==> config.mk <==
export PLATFORM = sky130hd
export DESIGN_NAME = rumble_envelope_mixer
export DESIGN_NICKNAME = d
export VERILOG_FILES = /design/src/rtl/rem_pkg.sv /design/src/rtl/rumble_envelope_mixer.sv /design/src/rtl/rem_divider.sv
export SDC_FILE = /design/constraint.sdc
export NUM_CORES = 2
export LEC_CHECK = 0
export BUFFER_PORTS_ARGS = -buffer_cell sky130_fd_sc_hd__buf_2
export CAP_MARGIN = 5
export CORE_MARGIN = 5
export CORE_UTILIZATION = 43
export CTS_BUF_LIST = sky130_fd_sc_hd__clkbuf_8
export DETAILED_ROUTE_END_ITERATION = 10
export HOLD_SLACK_MARGIN = 0.03
export PLACE_DENSITY = 0.65
export SYNTH_ARGS = -nofsm -noshare
export SYNTH_HDL_FRONTEND = slang
export SYNTH_SLANG_ARGS = --single-unit
==> constraint.sdc <==
create_clock -name clk -period 17.46 [get_ports clk]
set_clock_uncertainty 0.05 [all_clocks]
set_input_delay 2.619 -clock clk [delete_from_list [all_inputs] [get_ports clk]]
set_output_delay 2.619 -clock clk [all_outputs]
set_load 0.03 [all_outputs]
==> src/rtl/rem_pkg.sv <==
// Shared constants and types for the rumble envelope mixer.
// No dependencies.
package rem_pkg;

    localparam int MAX_EVENTS = 16;
    localparam int BUZZ_TICKS = 16384;
    localparam int SLOT_W     = (MAX_EVENTS > 1) ? $clog2(MAX_EVENTS) : 1;

    localparam logic [16:0] ONE_Q16 = 17'd65536;

    // divider widths: (elapsed << 16) / decay_time
    localparam int DIVIDEND_W = 32;
    localparam int DIVISOR_W  = 24;
    localparam int DCNT_W     = $clog2(DIVIDEND_W);

    // command codes
    localparam logic [2:0] CMD_TICK     = 3'd0;
    localparam logic [2:0] CMD_ADD      = 3'd1;
    localparam logic [2:0] CMD_BUZZ     = 3'd2;
    localparam logic [2:0] CMD_CLEAR    = 3'd3;
    localparam logic [2:0] CMD_EXPLICIT = 3'd4;

    // one event table word
    typedef struct packed {
        logic [16:0]        level;
        logic [16:0]        mix;
        logic signed [24:0] hold;
        logic [23:0]        decay;
    } ev_entry_t;

    // divider handshake
    typedef struct packed {
        logic start;
        logic done;
    } div_ctrl_t;

endpackage

==> src/rtl/rumble_envelope_mixer.sv <==
// Two-motor haptic envelope engine top level.
// Depends on rem_pkg and rem_divider.
//
// Usage:
//   Requests enter on in_valid/in_ready with command, paused, elapsed,
//   level, mix, hold_time, decay_time and gain. Only a tick request makes a
//   result on out_valid/out_ready (drive_left, drive_right, post,
//   overflow_seen); add, buzz, clear and explicit-level requests make none.
//   A tick walks the event table slot by slot out of a single-port RAM:
//   a free slot is only scanned; a live slot in hold, with zero level or
//   with zero decay is scanned, multiplied and updated; a decaying slot
//   then also waits on the serial divider before its write-back.
//   One request is in work at a time; in_ready is high while idle, also
//   while a finished result waits in the output register.
//   If the receiver stalls, a tick finishes its walk and then waits with
//   the result held until the older result is taken.
//   Reset frees all slots (valid flops), clears the levels, the buzz and
//   the overflow flag; table contents need no clearing.
module rumble_envelope_mixer
    import rem_pkg::*;
(
    input  logic        clk,
    input  logic        rst_n,
    input  logic        in_valid,
    output logic        in_ready,
    input  logic [2:0]  command,
    input  logic        paused,
    input  logic [15:0] elapsed,
    input  logic [16:0] level,
    input  logic [16:0] mix,
    input  logic [23:0] hold_time,
    input  logic [23:0] decay_time,
    input  logic [15:0] gain,
    output logic        out_valid,
    input  logic        out_ready,
    output logic [16:0] drive_left,
    output logic [16:0] drive_right,
    output logic        post,
    output logic        overflow_seen
);

    localparam logic [2:0] ST_IDLE = 3'd0;
    localparam logic [2:0] ST_SCAN = 3'd1;
    localparam logic [2:0] ST_MUL  = 3'd2;
    localparam logic [2:0] ST_UPD  = 3'd3;
    localparam logic [2:0] ST_DIV  = 3'd4;
    localparam logic [2:0] ST_FIN  = 3'd5;

    ev_entry_t ev_mem [MAX_EVENTS];
    ev_entry_t rd_data_reg;

    logic [2:0]             state_reg;
    logic [SLOT_W-1:0]      idx_reg;
    logic [MAX_EVENTS-1:0]  used_reg;
    logic [15:0]            dt_reg;
    logic                   paused_reg;
    logic [16:0]            explicit_reg;
    logic [16:0]            cur_l_reg;
    logic [16:0]            cur_r_reg;
    logic                   buzz_active_reg;
    logic signed [24:0]     buzz_time_reg;
    logic [16:0]            buzz_level_reg;
    logic                   dropped_reg;
    logic [33:0]            prod_l_reg;
    logic [33:0]            prod_r_reg;
    logic                   out_valid_reg;
    logic [16:0]            out_l_reg;
    logic [16:0]            out_r_reg;
    logic                   out_post_reg;
    logic                   out_ovf_reg;

    logic                   accept;
    logic                   last_slot;
    logic                   free_found;
    logic [SLOT_W-1:0]      free_slot;
    logic [32:0]            gain_prod;
    logic [16:0]            add_level;
    logic [16:0]            add_mix;
    logic                   mem_we;
    logic [SLOT_W-1:0]      mem_wa;
    ev_entry_t              mem_wd;
    logic [16:0]            share_l;
    logic [16:0]            share_r;
    logic                   hold_pos;
    logic signed [24:0]     hold_dec;
    logic [16:0]            decayed;
    logic signed [24:0]     buzz_dec;
    logic                   fin_go;
    div_ctrl_t              div_ctl;
    logic [DIVIDEND_W-1:0]  div_quo;

    assign accept    = in_valid && in_ready;
    assign in_ready  = (state_reg == ST_IDLE);
    assign last_slot = (idx_reg == SLOT_W'(MAX_EVENTS - 1));
    assign fin_go    = (state_reg == ST_FIN) && (!out_valid_reg || out_ready);

    // first free slot
    always_comb
    begin
        free_found = 1'b0;
        free_slot  = '0;
        for (int i = MAX_EVENTS - 1; i >= 0; i--)
        begin
            if (!used_reg[i])
            begin
                free_found = 1'b1;
                free_slot  = SLOT_W'(i);
            end
        end
    end

    // add-event scaling and mix saturation
    assign gain_prod = level * gain;
    assign add_level = (gain_prod[32:12] > 21'(ONE_Q16)) ? ONE_Q16 : gain_prod[28:12];
    assign add_mix   = (mix > ONE_Q16) ? ONE_Q16 : mix;

    // per-slot update terms
    assign share_l  = prod_l_reg[32:16];
    assign share_r  = prod_r_reg[32:16];
    assign hold_pos = !rd_data_reg.hold[24] && (rd_data_reg.hold != '0);
    assign hold_dec = rd_data_reg.hold - $signed({9'd0, dt_reg});
    assign decayed  = (div_quo >= 32'(rd_data_reg.level)) ? 17'd0
                                                          : 17'(32'(rd_data_reg.level) - div_quo);
    assign buzz_dec = buzz_time_reg - $signed({9'd0, dt_reg});

    assign div_ctl.start = (state_reg == ST_UPD) && hold_pos == 1'b0
                           && rd_data_reg.level != '0 && rd_data_reg.decay != '0;

    rem_divider u_div (
        .clk      (clk),
        .rst_n    (rst_n),
        .start    (div_ctl.start),
        .dividend ({dt_reg, 16'd0}),
        .divisor  (rd_data_reg.decay),
        .done     (div_ctl.done),
        .quotient (div_quo)
    );

    // table write port: adds while idle, write-back during a walk
    always_comb
    begin
        mem_we = 1'b0;
        mem_wa = idx_reg;
        mem_wd = rd_data_reg;
        if (accept && command == CMD_ADD && !paused && free_found)
        begin
            mem_we       = 1'b1;
            mem_wa       = free_slot;
            mem_wd.level = add_level;
            mem_wd.mix   = add_mix;
            mem_wd.hold  = $signed({1'b0, hold_time});
            mem_wd.decay = decay_time;
        end
        else if (state_reg == ST_UPD && hold_pos)
        begin
            mem_we      = 1'b1;
            mem_wd.hold = hold_dec;
        end
        else if (state_reg == ST_UPD && rd_data_reg.level != '0
                 && rd_data_reg.decay == '0)
        begin
            mem_we       = 1'b1;
            mem_wd.level = '0;
        end
        else if (state_reg == ST_DIV && div_ctl.done)
        begin
            mem_we       = 1'b1;
            mem_wd.level = decayed;
        end
    end

    // event table RAM
    always_ff @(posedge clk)
    begin
        if (mem_we)
        begin
            ev_mem[mem_wa] <= mem_wd;
        end
        if (state_reg == ST_SCAN)
        begin
            rd_data_reg <= ev_mem[idx_reg];
        end
    end

    // share products
    always_ff @(posedge clk)
    begin
        if (state_reg == ST_MUL)
        begin
            prod_l_reg <= rd_data_reg.level * (ONE_Q16 - rd_data_reg.mix);
            prod_r_reg <= rd_data_reg.level * rd_data_reg.mix;
        end
    end

    // sequencer and state
    always_ff @(posedge clk or negedge rst_n)
    begin
        if (!rst_n)
        begin
            state_reg       <= ST_IDLE;
            idx_reg         <= '0;
            used_reg        <= '0;
            dt_reg          <= '0;
            paused_reg      <= 1'b0;
            explicit_reg    <= '0;
            cur_l_reg       <= '0;
            cur_r_reg       <= '0;
            buzz_active_reg <= 1'b0;
            buzz_time_reg   <= -25'sd65536;
            buzz_level_reg  <= '0;
            dropped_reg     <= 1'b0;
            out_valid_reg   <= 1'b0;
        end
        else
        begin
            if (fin_go)
            begin
                out_valid_reg <= 1'b1;
            end
            else if (out_valid_reg && out_ready)
            begin
                out_valid_reg <= 1'b0;
            end
            unique case (state_reg)
                ST_IDLE:
                begin
                    if (accept)
                    begin
                        dt_reg     <= elapsed;
                        paused_reg <= paused;
                        case (command)
                            CMD_ADD:
                            begin
                                if (!paused)
                                begin
                                    if (free_found)
                                    begin
                                        used_reg[free_slot] <= 1'b1;
                                    end
                                    else
                                    begin
                                        dropped_reg <= 1'b1;
                                    end
                                end
                            end
                            CMD_BUZZ:
                            begin
                                buzz_active_reg <= 1'b1;
                                buzz_time_reg   <= 25'(BUZZ_TICKS);
                                buzz_level_reg  <= (level > ONE_Q16) ? ONE_Q16 : level;
                            end
                            CMD_CLEAR:
                            begin
                                explicit_reg <= '0;
                                cur_l_reg    <= '0;
                                cur_r_reg    <= '0;
                                used_reg     <= '0;
                            end
                            CMD_EXPLICIT:
                            begin
                                explicit_reg <= (level > ONE_Q16) ? ONE_Q16 : level;
                            end
                            CMD_TICK:
                            begin
                                idx_reg <= '0;
                                if (paused)
                                begin
                                    state_reg <= ST_FIN;
                                end
                                else
                                begin
                                    cur_l_reg    <= explicit_reg;
                                    cur_r_reg    <= explicit_reg;
                                    explicit_reg <= '0;
                                    state_reg    <= ST_SCAN;
                                end
                            end
                            default:
                            begin
                            end
                        endcase
                    end
                end
                ST_SCAN:
                begin
                    if (used_reg[idx_reg])
                    begin
                        state_reg <= ST_MUL;
                    end
                    else if (last_slot)
                    begin
                        state_reg <= ST_FIN;
                    end
                    else
                    begin
                        idx_reg <= idx_reg + 1'b1;
                    end
                end
                ST_MUL:
                begin
                    state_reg <= ST_UPD;
                end
                ST_UPD:
                begin
                    if (share_l > cur_l_reg)
                    begin
                        cur_l_reg <= share_l;
                    end
                    if (share_r > cur_r_reg)
                    begin
                        cur_r_reg <= share_r;
                    end
                    if (div_ctl.start)
                    begin
                        state_reg <= ST_DIV;
                    end
                    else
                    begin
                        // hold, zero-decay and zero-level free all finish here
                        if (!hold_pos && rd_data_reg.level == '0)
                        begin
                            used_reg[idx_reg] <= 1'b0;
                        end
                        idx_reg   <= idx_reg + 1'b1;
                        state_reg <= last_slot ? ST_FIN : ST_SCAN;
                    end
                end
                ST_DIV:
                begin
                    if (div_ctl.done)
                    begin
                        idx_reg   <= idx_reg + 1'b1;
                        state_reg <= last_slot ? ST_FIN : ST_SCAN;
                    end
                end
                ST_FIN:
                begin
                    if (fin_go)
                    begin
                        state_reg <= ST_IDLE;
                        if (buzz_active_reg)
                        begin
                            buzz_time_reg <= buzz_dec;
                            if (buzz_dec[24])
                            begin
                                buzz_active_reg <= 1'b0;
                            end
                            if (buzz_level_reg > cur_l_reg)
                            begin
                                cur_l_reg <= buzz_level_reg;
                            end
                            if (buzz_level_reg > cur_r_reg)
                            begin
                                cur_r_reg <= buzz_level_reg;
                            end
                        end
                    end
                end
                default:
                begin
                    state_reg <= ST_IDLE;
                end
            endcase
        end
    end

    // result register
    always_ff @(posedge clk)
    begin
        if (fin_go)
        begin
            out_post_reg <= !paused_reg || buzz_active_reg;
            out_ovf_reg  <= dropped_reg;
            if (buzz_active_reg && buzz_level_reg > cur_l_reg)
            begin
                out_l_reg <= buzz_level_reg;
            end
            else
            begin
                out_l_reg <= cur_l_reg;
            end
            if (buzz_active_reg && buzz_level_reg > cur_r_reg)
            begin
                out_r_reg <= buzz_level_reg;
            end
            else
            begin
                out_r_reg <= cur_r_reg;
            end
        end
    end

    assign out_valid     = out_valid_reg;
    assign drive_left    = out_l_reg;
    assign drive_right   = out_r_reg;
    assign post          = out_post_reg;
    assign overflow_seen = out_ovf_reg;

endmodule

==> src/rtl/rem_divider.sv <==
// Radix-2 restoring divider, one quotient bit per cycle.
// Depends on rem_pkg.
module rem_divider
    import rem_pkg::*;
(
    input  logic                  clk,
    input  logic                  rst_n,
    input  logic                  start,
    input  logic [DIVIDEND_W-1:0] dividend,
    input  logic [DIVISOR_W-1:0]  divisor,
    output logic                  done,
    output logic [DIVIDEND_W-1:0] quotient
);

    logic                  busy_reg;
    logic                  done_reg;
    logic [DCNT_W-1:0]     cnt_reg;
    logic [DIVISOR_W-1:0]  rem_reg;
    logic [DIVIDEND_W-1:0] quo_reg;
    logic [DIVISOR_W-1:0]  dvs_reg;
    logic [DIVISOR_W:0]    shifted;
    logic                  fits;

    // trial subtract
    assign shifted = {rem_reg, quo_reg[DIVIDEND_W-1]};
    assign fits    = shifted >= {1'b0, dvs_reg};

    always_ff @(posedge clk or negedge rst_n)
    begin
        if (!rst_n)
        begin
            busy_reg <= 1'b0;
            done_reg <= 1'b0;
            cnt_reg  <= '0;
        end
        else
        begin
            done_reg <= 1'b0;
            if (start)
            begin
                busy_reg <= 1'b1;
                cnt_reg  <= '0;
            end
            else if (busy_reg)
            begin
                cnt_reg <= cnt_reg + 1'b1;
                if (cnt_reg == DCNT_W'(DIVIDEND_W - 1))
                begin
                    busy_reg <= 1'b0;
                    done_reg <= 1'b1;
                end
            end
        end
    end

    // datapath
    always_ff @(posedge clk)
    begin
        if (start)
        begin
            rem_reg <= '0;
            quo_reg <= dividend;
            dvs_reg <= divisor;
        end
        else if (busy_reg)
        begin
            rem_reg <= fits ? DIVISOR_W'(shifted - {1'b0, dvs_reg})
                            : shifted[DIVISOR_W-1:0];
            quo_reg <= {quo_reg[DIVIDEND_W-2:0], fits};
        end
    end

    assign done     = done_reg;
    assign quotient = quo_reg;

endmodule

# Yosys cells after proc, flatten, opt, wreduce, memory -nomap -nowiden
# Memories as Yosys holds them, arrays and structs flattened. A register that Yosys moved wholly into a read port is not among the register bits.
# Index checks and enable logic that the tools add are counted.
# op_classes
n_lt_le_gt_ge	13
muxes	122
n_reduce_logical	51
n_bitwise	6
n_mul	3
addsub	7
eq_ne	32
# op_table
cell	n
$mux 17	22
$pmux 17 s3	3
$mux 25	6
$mux 4	23
$mux 16	5
$gt 17x17->1	4
$mux 32	2
$pmux 16 s2	2
$pmux 25 s2	1
$sub 25x17->25	2
$mux 24	2
$mux 1	38
$gt 17x17->1 const B	2
$pmux 17 s2	1
$mul 17x16->33	1
$mul 17x17->33	1
$mul 18x18->33	1
$ge 32x17->1	1
$mux 3	9
$ge 25x24->1	1
$reduce_bool 25->1	1
$logic_not 24->1	1
$reduce_bool 24->1	1
$sub 24x24->24	1
other kinds (42)	103
# word_totals
n_memories	1
in_bits	122
wordCells	261
ramBits	1328
out_inout_bits	38
regBits	325
# mem_list
memory	words	word_bits	read_ports	rd_ports_with_merged_regs	write_ports	line_no	source
ev_mem	16	83	1	1	1	rumble_envelope_mixer.sv:49	ev_entry_t ev_mem [MAX_EVENTS];

# Depth between registers and ports, before layout
# logic_depth
word_depth	26
mapped_depth	30
depth_no_buf	30

# By module
# A second synthesis with hierarchy kept.
# unflattened
hier_cells	7256
hier_area_um2	99240.2
# by_module_without_submodules
mod	seq_area_each_um2	area_per_inst_um2	cells_per_inst	instances
rumble_envelope_mixer	47887.2	94500.6	6818	1
rem_divider	2337.2	4739.5	438	1

# Worst setup path after synthesis
# OpenSTA, ideal clock, no wires.
# synth_timing
kind	input to register
start	input port level[7]
end	memory ev_mem[0][67] (netlist name) (data pin)
setup_slack_ns	7.417
path_stages	26
t_required_ns	17.069
setup_ns	0.341
n_path_buf	2
arrival_time_ns	9.652
path_cell_list	clkbuf_1 > clkbuf_1 > nand2_1 > fa_1 > inv_1 > fa_1 > inv_1 > fa_1 > inv_1 > fa_1 > fa_1 > inv_1 > fa_1 > inv_1 > ha_1 > a221oi_1 > o21ai_1 > o2bb2ai_1 > a31oi_2 > o22ai_1 > or4_4 > a221oi_4 > xnor2_1 > a2111oi_4 > nand2_2 > o31ai_1
# synth_lines
element	line_no	source
start: declaration	rumble_envelope_mixer.sv:29	input logic [16:0] level,
end: declaration	rumble_envelope_mixer.sv:49	

==> results.json <==
{
  "slew_violations": 0,
  "async_flop_share_pct": 8.39,
  "antenna_found_initial": 13,
  "final-hold-violation-count": 0,
  "area_growth_pct": 9.85,
  "crit_arrival_ns": 10.55,
  "hp-start": "explicit_reg[16]",
  "nFillCells": 19800,
  "routed_wl_mm": 253,
  "clkSinkCount": 1704,
  "start_util_pct": 43.1,
  "die_height_um": 489,
  "worstReg2RegStart": "rd_data_reg[50]",
  "worstSetupPathType": "input pin to flip-flop",
  "syn_avg_cell_area_sq_um": 13.7,
  "place_area_sq_um": 103000,
  "synthCells": 7233,
  "yosys_warnings": 0,
  "final_area_sq_um": 108000,
  "mappedNetlistArea_sq_um": 98700,
  "cpPeakStageDelay_ns": 0.90,
  "synth_top_flop_cell": "edfxtp_1",
  "drive_gt1_share_pct": 15.9,
  "portBuffers": 159,
  "vias": 59700,
  "critPathSlowestCell": "o21ai_1",
  "ant_nets": 0,
  "regArea_sq_um": 50100,
  "fp.dieW_um": 489,
  "status": "completed",
  "root_buffer": "clkbuf_8",
  "crit_required_ns": 17.99,
  "cp_top_family": "adder cells",
  "cts-resized-gates": 0,
  "min_to": "explicit_reg[16]",
  "fmax_mhz": 99.8,
  "postCtsHoldBufs": 0,
  "layout_min_cycle_time_ns": 10.02,
  "die_area_sq_um": 239000,
  "hold_depth": 2,
  "synth_nets": 8502,
  "grt_pass1_wl_mm": 387,
  "maxSlewHeadroom_pct": 9.82,
  "worstSetupEndpointType": "flip-flop",
  "rows": 176,
  "hold_ws_ns": 0.430,
  "pin_count": 160,
  "wire_per_inst_um": 23.6,
  "regToRegSetupSlack_ns": 8.00,
  "start_kind": "input pin",
  "synth_edf_count": 1521,
  "setup_viol": 0,
  "cts_max_level": 5,
  "clk_pin_slew_worst_paths_ns": 0.06,
  "r2r_cells": 25,
  "rsz0062_at_grt": "false",
  "grt_pass1_vias": 62900,
  "drv_cap": 0,
  "worst_slew_pin_slew_ns": 1.35,
  "insertion_delay_ns": 1.02,
  "finalSetupTns_ns": 0,
  "crit_path_max_fanout": 19,
  "synth.distinct_cells": 84,
  "grt_max_degree": 146,
  "largest_reg_flops": 1328,
  "synth_seq_area_share_pct": 50.7,
  "core_area_sq_um": 229000,
  "hpwl_mm": 160,
  "synth-seq-cells": 1704,
  "path_buf_inv": 6,
  "numCtsBuffers": 293,
  "cts_tree": "yes",
  "post-route-period-util_pct": 57.4,
  "gp_congestion": 0.900,
  "grt_usage_pct": 21.3,
  "post_cts_buffers": 0,
  "r2r_end": "prod_l_reg[32]",
  "vias_per_cell": 5.57,
  "grt_overflow": 0,
  "remaining_drc_errors": 0,
  "nets": 8737,
  "multi_input_area_sq_um": 44100,
  "firstDrtPassIters": 7,
  "hold_class": "flip-flop to flip-flop",
  "drt_first_iter_violations": 5057,
  "clockBufferDepth": 4,
  "cpMostUsedCell": "fa_1"
}
## layout make-up
type | instances | area share (%)
sequential | 1704 | 46.2
antenna | 10 | 0.0231
tap | 3026 | 3.49
multi-input combinational | 4235 | 40.7
clock buffer | 311 | 3.95
clock inverter | 187 | 0.784
inverter | 948 | 3.28
timing repair buffer | 286 | 1.63
## cell families after synthesis
group | Yosys count | share of synthesized area (%)
AND/OR/NAND/NOR | 1752 | 8.28
flip-flops | 1704 | 50.7
buffers and inverters | 1294 | 4.93
adder cells (fa/ha/maj) | 1147 | 19.6
AO/OA/AOI/OAI | 656 | 4.33
multiplexers | 534 | 10.8
XOR/XNOR | 146 | 1.30
## layer usage
layer | vias up | track usage (%) | routed length [um]
met3 | 401 | 3.02 | 17800
met2 | 2292 | 35.3 | 122000
met1 | 31100 | 29.5 | 106000
met5 | - | 0 | 41
li1 | 25800 | - | -
met4 | 6 | 6.02 | 6450
## cells in the final DEF (no fill, tap or decap), types with 126 or more instances in the layout
master    synthesis  routed
nand2_1         882     882
buf_2             9     158
dfrtp_1         134     129
ha_1            476     476
and2_1          328     328
buf_4             0     126
inv_1           948    1044
o21ai_0         169     165
nor2_1          203     185
clkbuf_8          0     311
edfxtp_1       1521    1521
fa_1            671     671
mux4_2          420     420
a21oi_1         138     138
## synth_stat cells, types with 11 or more instances
| library cell | n | share of area, % |
|---|---|---|
| o21ai_0 | 169 | 0.86 |
| mux2_2 | 73 | 0.83 |
| mux4_2 | 420 | 9.6 |
| mux2i_1 | 40 | 0.41 |
| xnor2_1 | 95 | 0.84 |
| and2_1 | 328 | 2.1 |
| nor2b_1 | 41 | 0.26 |
| o21a_1 | 32 | 0.24 |
| a211oi_1 | 33 | 0.25 |
| a31oi_1 | 38 | 0.24 |
| and3_1 | 16 | 0.10 |
| inv_1 | 948 | 3.6 |
| nor4_1 | 35 | 0.22 |
| a21oi_1 | 138 | 0.70 |
| dfxtp_1 | 40 | 0.81 |
| o21bai_1 | 11 | 0.084 |
| or3_1 | 18 | 0.11 |
| nor2_1 | 203 | 0.77 |
| nand2_1 | 882 | 3.4 |
| ha_1 | 476 | 6.0 |
| o31ai_1 | 21 | 0.16 |
| a22o_1 | 27 | 0.24 |
| nand4_1 | 30 | 0.19 |
| o21ai_1 | 14 | 0.071 |
| or2_2 | 20 | 0.13 |
| fa_1 | 671 | 14 |
| dfrtp_1 | 134 | 3.4 |
| edfxtp_1 | 1521 | 46 |
| a21o_1 | 64 | 0.49 |
| nand3_1 | 55 | 0.28 |
| nand2b_1 | 44 | 0.28 |
| buf_1 | 58 | 0.22 |
| a22oi_1 | 19 | 0.14 |
| clkbuf_1 | 279 | 1.1 |
| xor2_1 | 51 | 0.45 |
| nor3_1 | 49 | 0.25 |
## tightest hold or removal path, cell delays in order (launching register included)
cell	delay [ns]
dfrtp_1	0.34
nand2_1	0.05
o21ai_0	0.06
## through the flow
step	worst slack, ns	cells	utilization (%)
floorplan	7.42	7233	-
global placement	6.66	10200	45.1
detailed placement	6.55	10200	45.1
CTS	7.62	10700	47.3
global route	7.03	10700	47.3
finish	7.44	10700	47.3
## worst max-delay path by stage
stage                      to  startpoint  cells after the start
4_1_cts         ev_mem[5][72]    level[7]                     25
2_1_floorplan   ev_mem[0][67]    level[7]                     26
6_report        ev_mem[8][74]    level[7]                     25
5_1_grt         ev_mem[3][72]     gain[8]                     25
3_3_place_gp   ev_mem[12][79]     gain[7]                     25
3_5_place_dp   ev_mem[14][79]    level[7]                     25
Power is left out: the tool's default activity adds up to more than one toggle a clock period on the data nets, which glitch-free logic cannot reach.
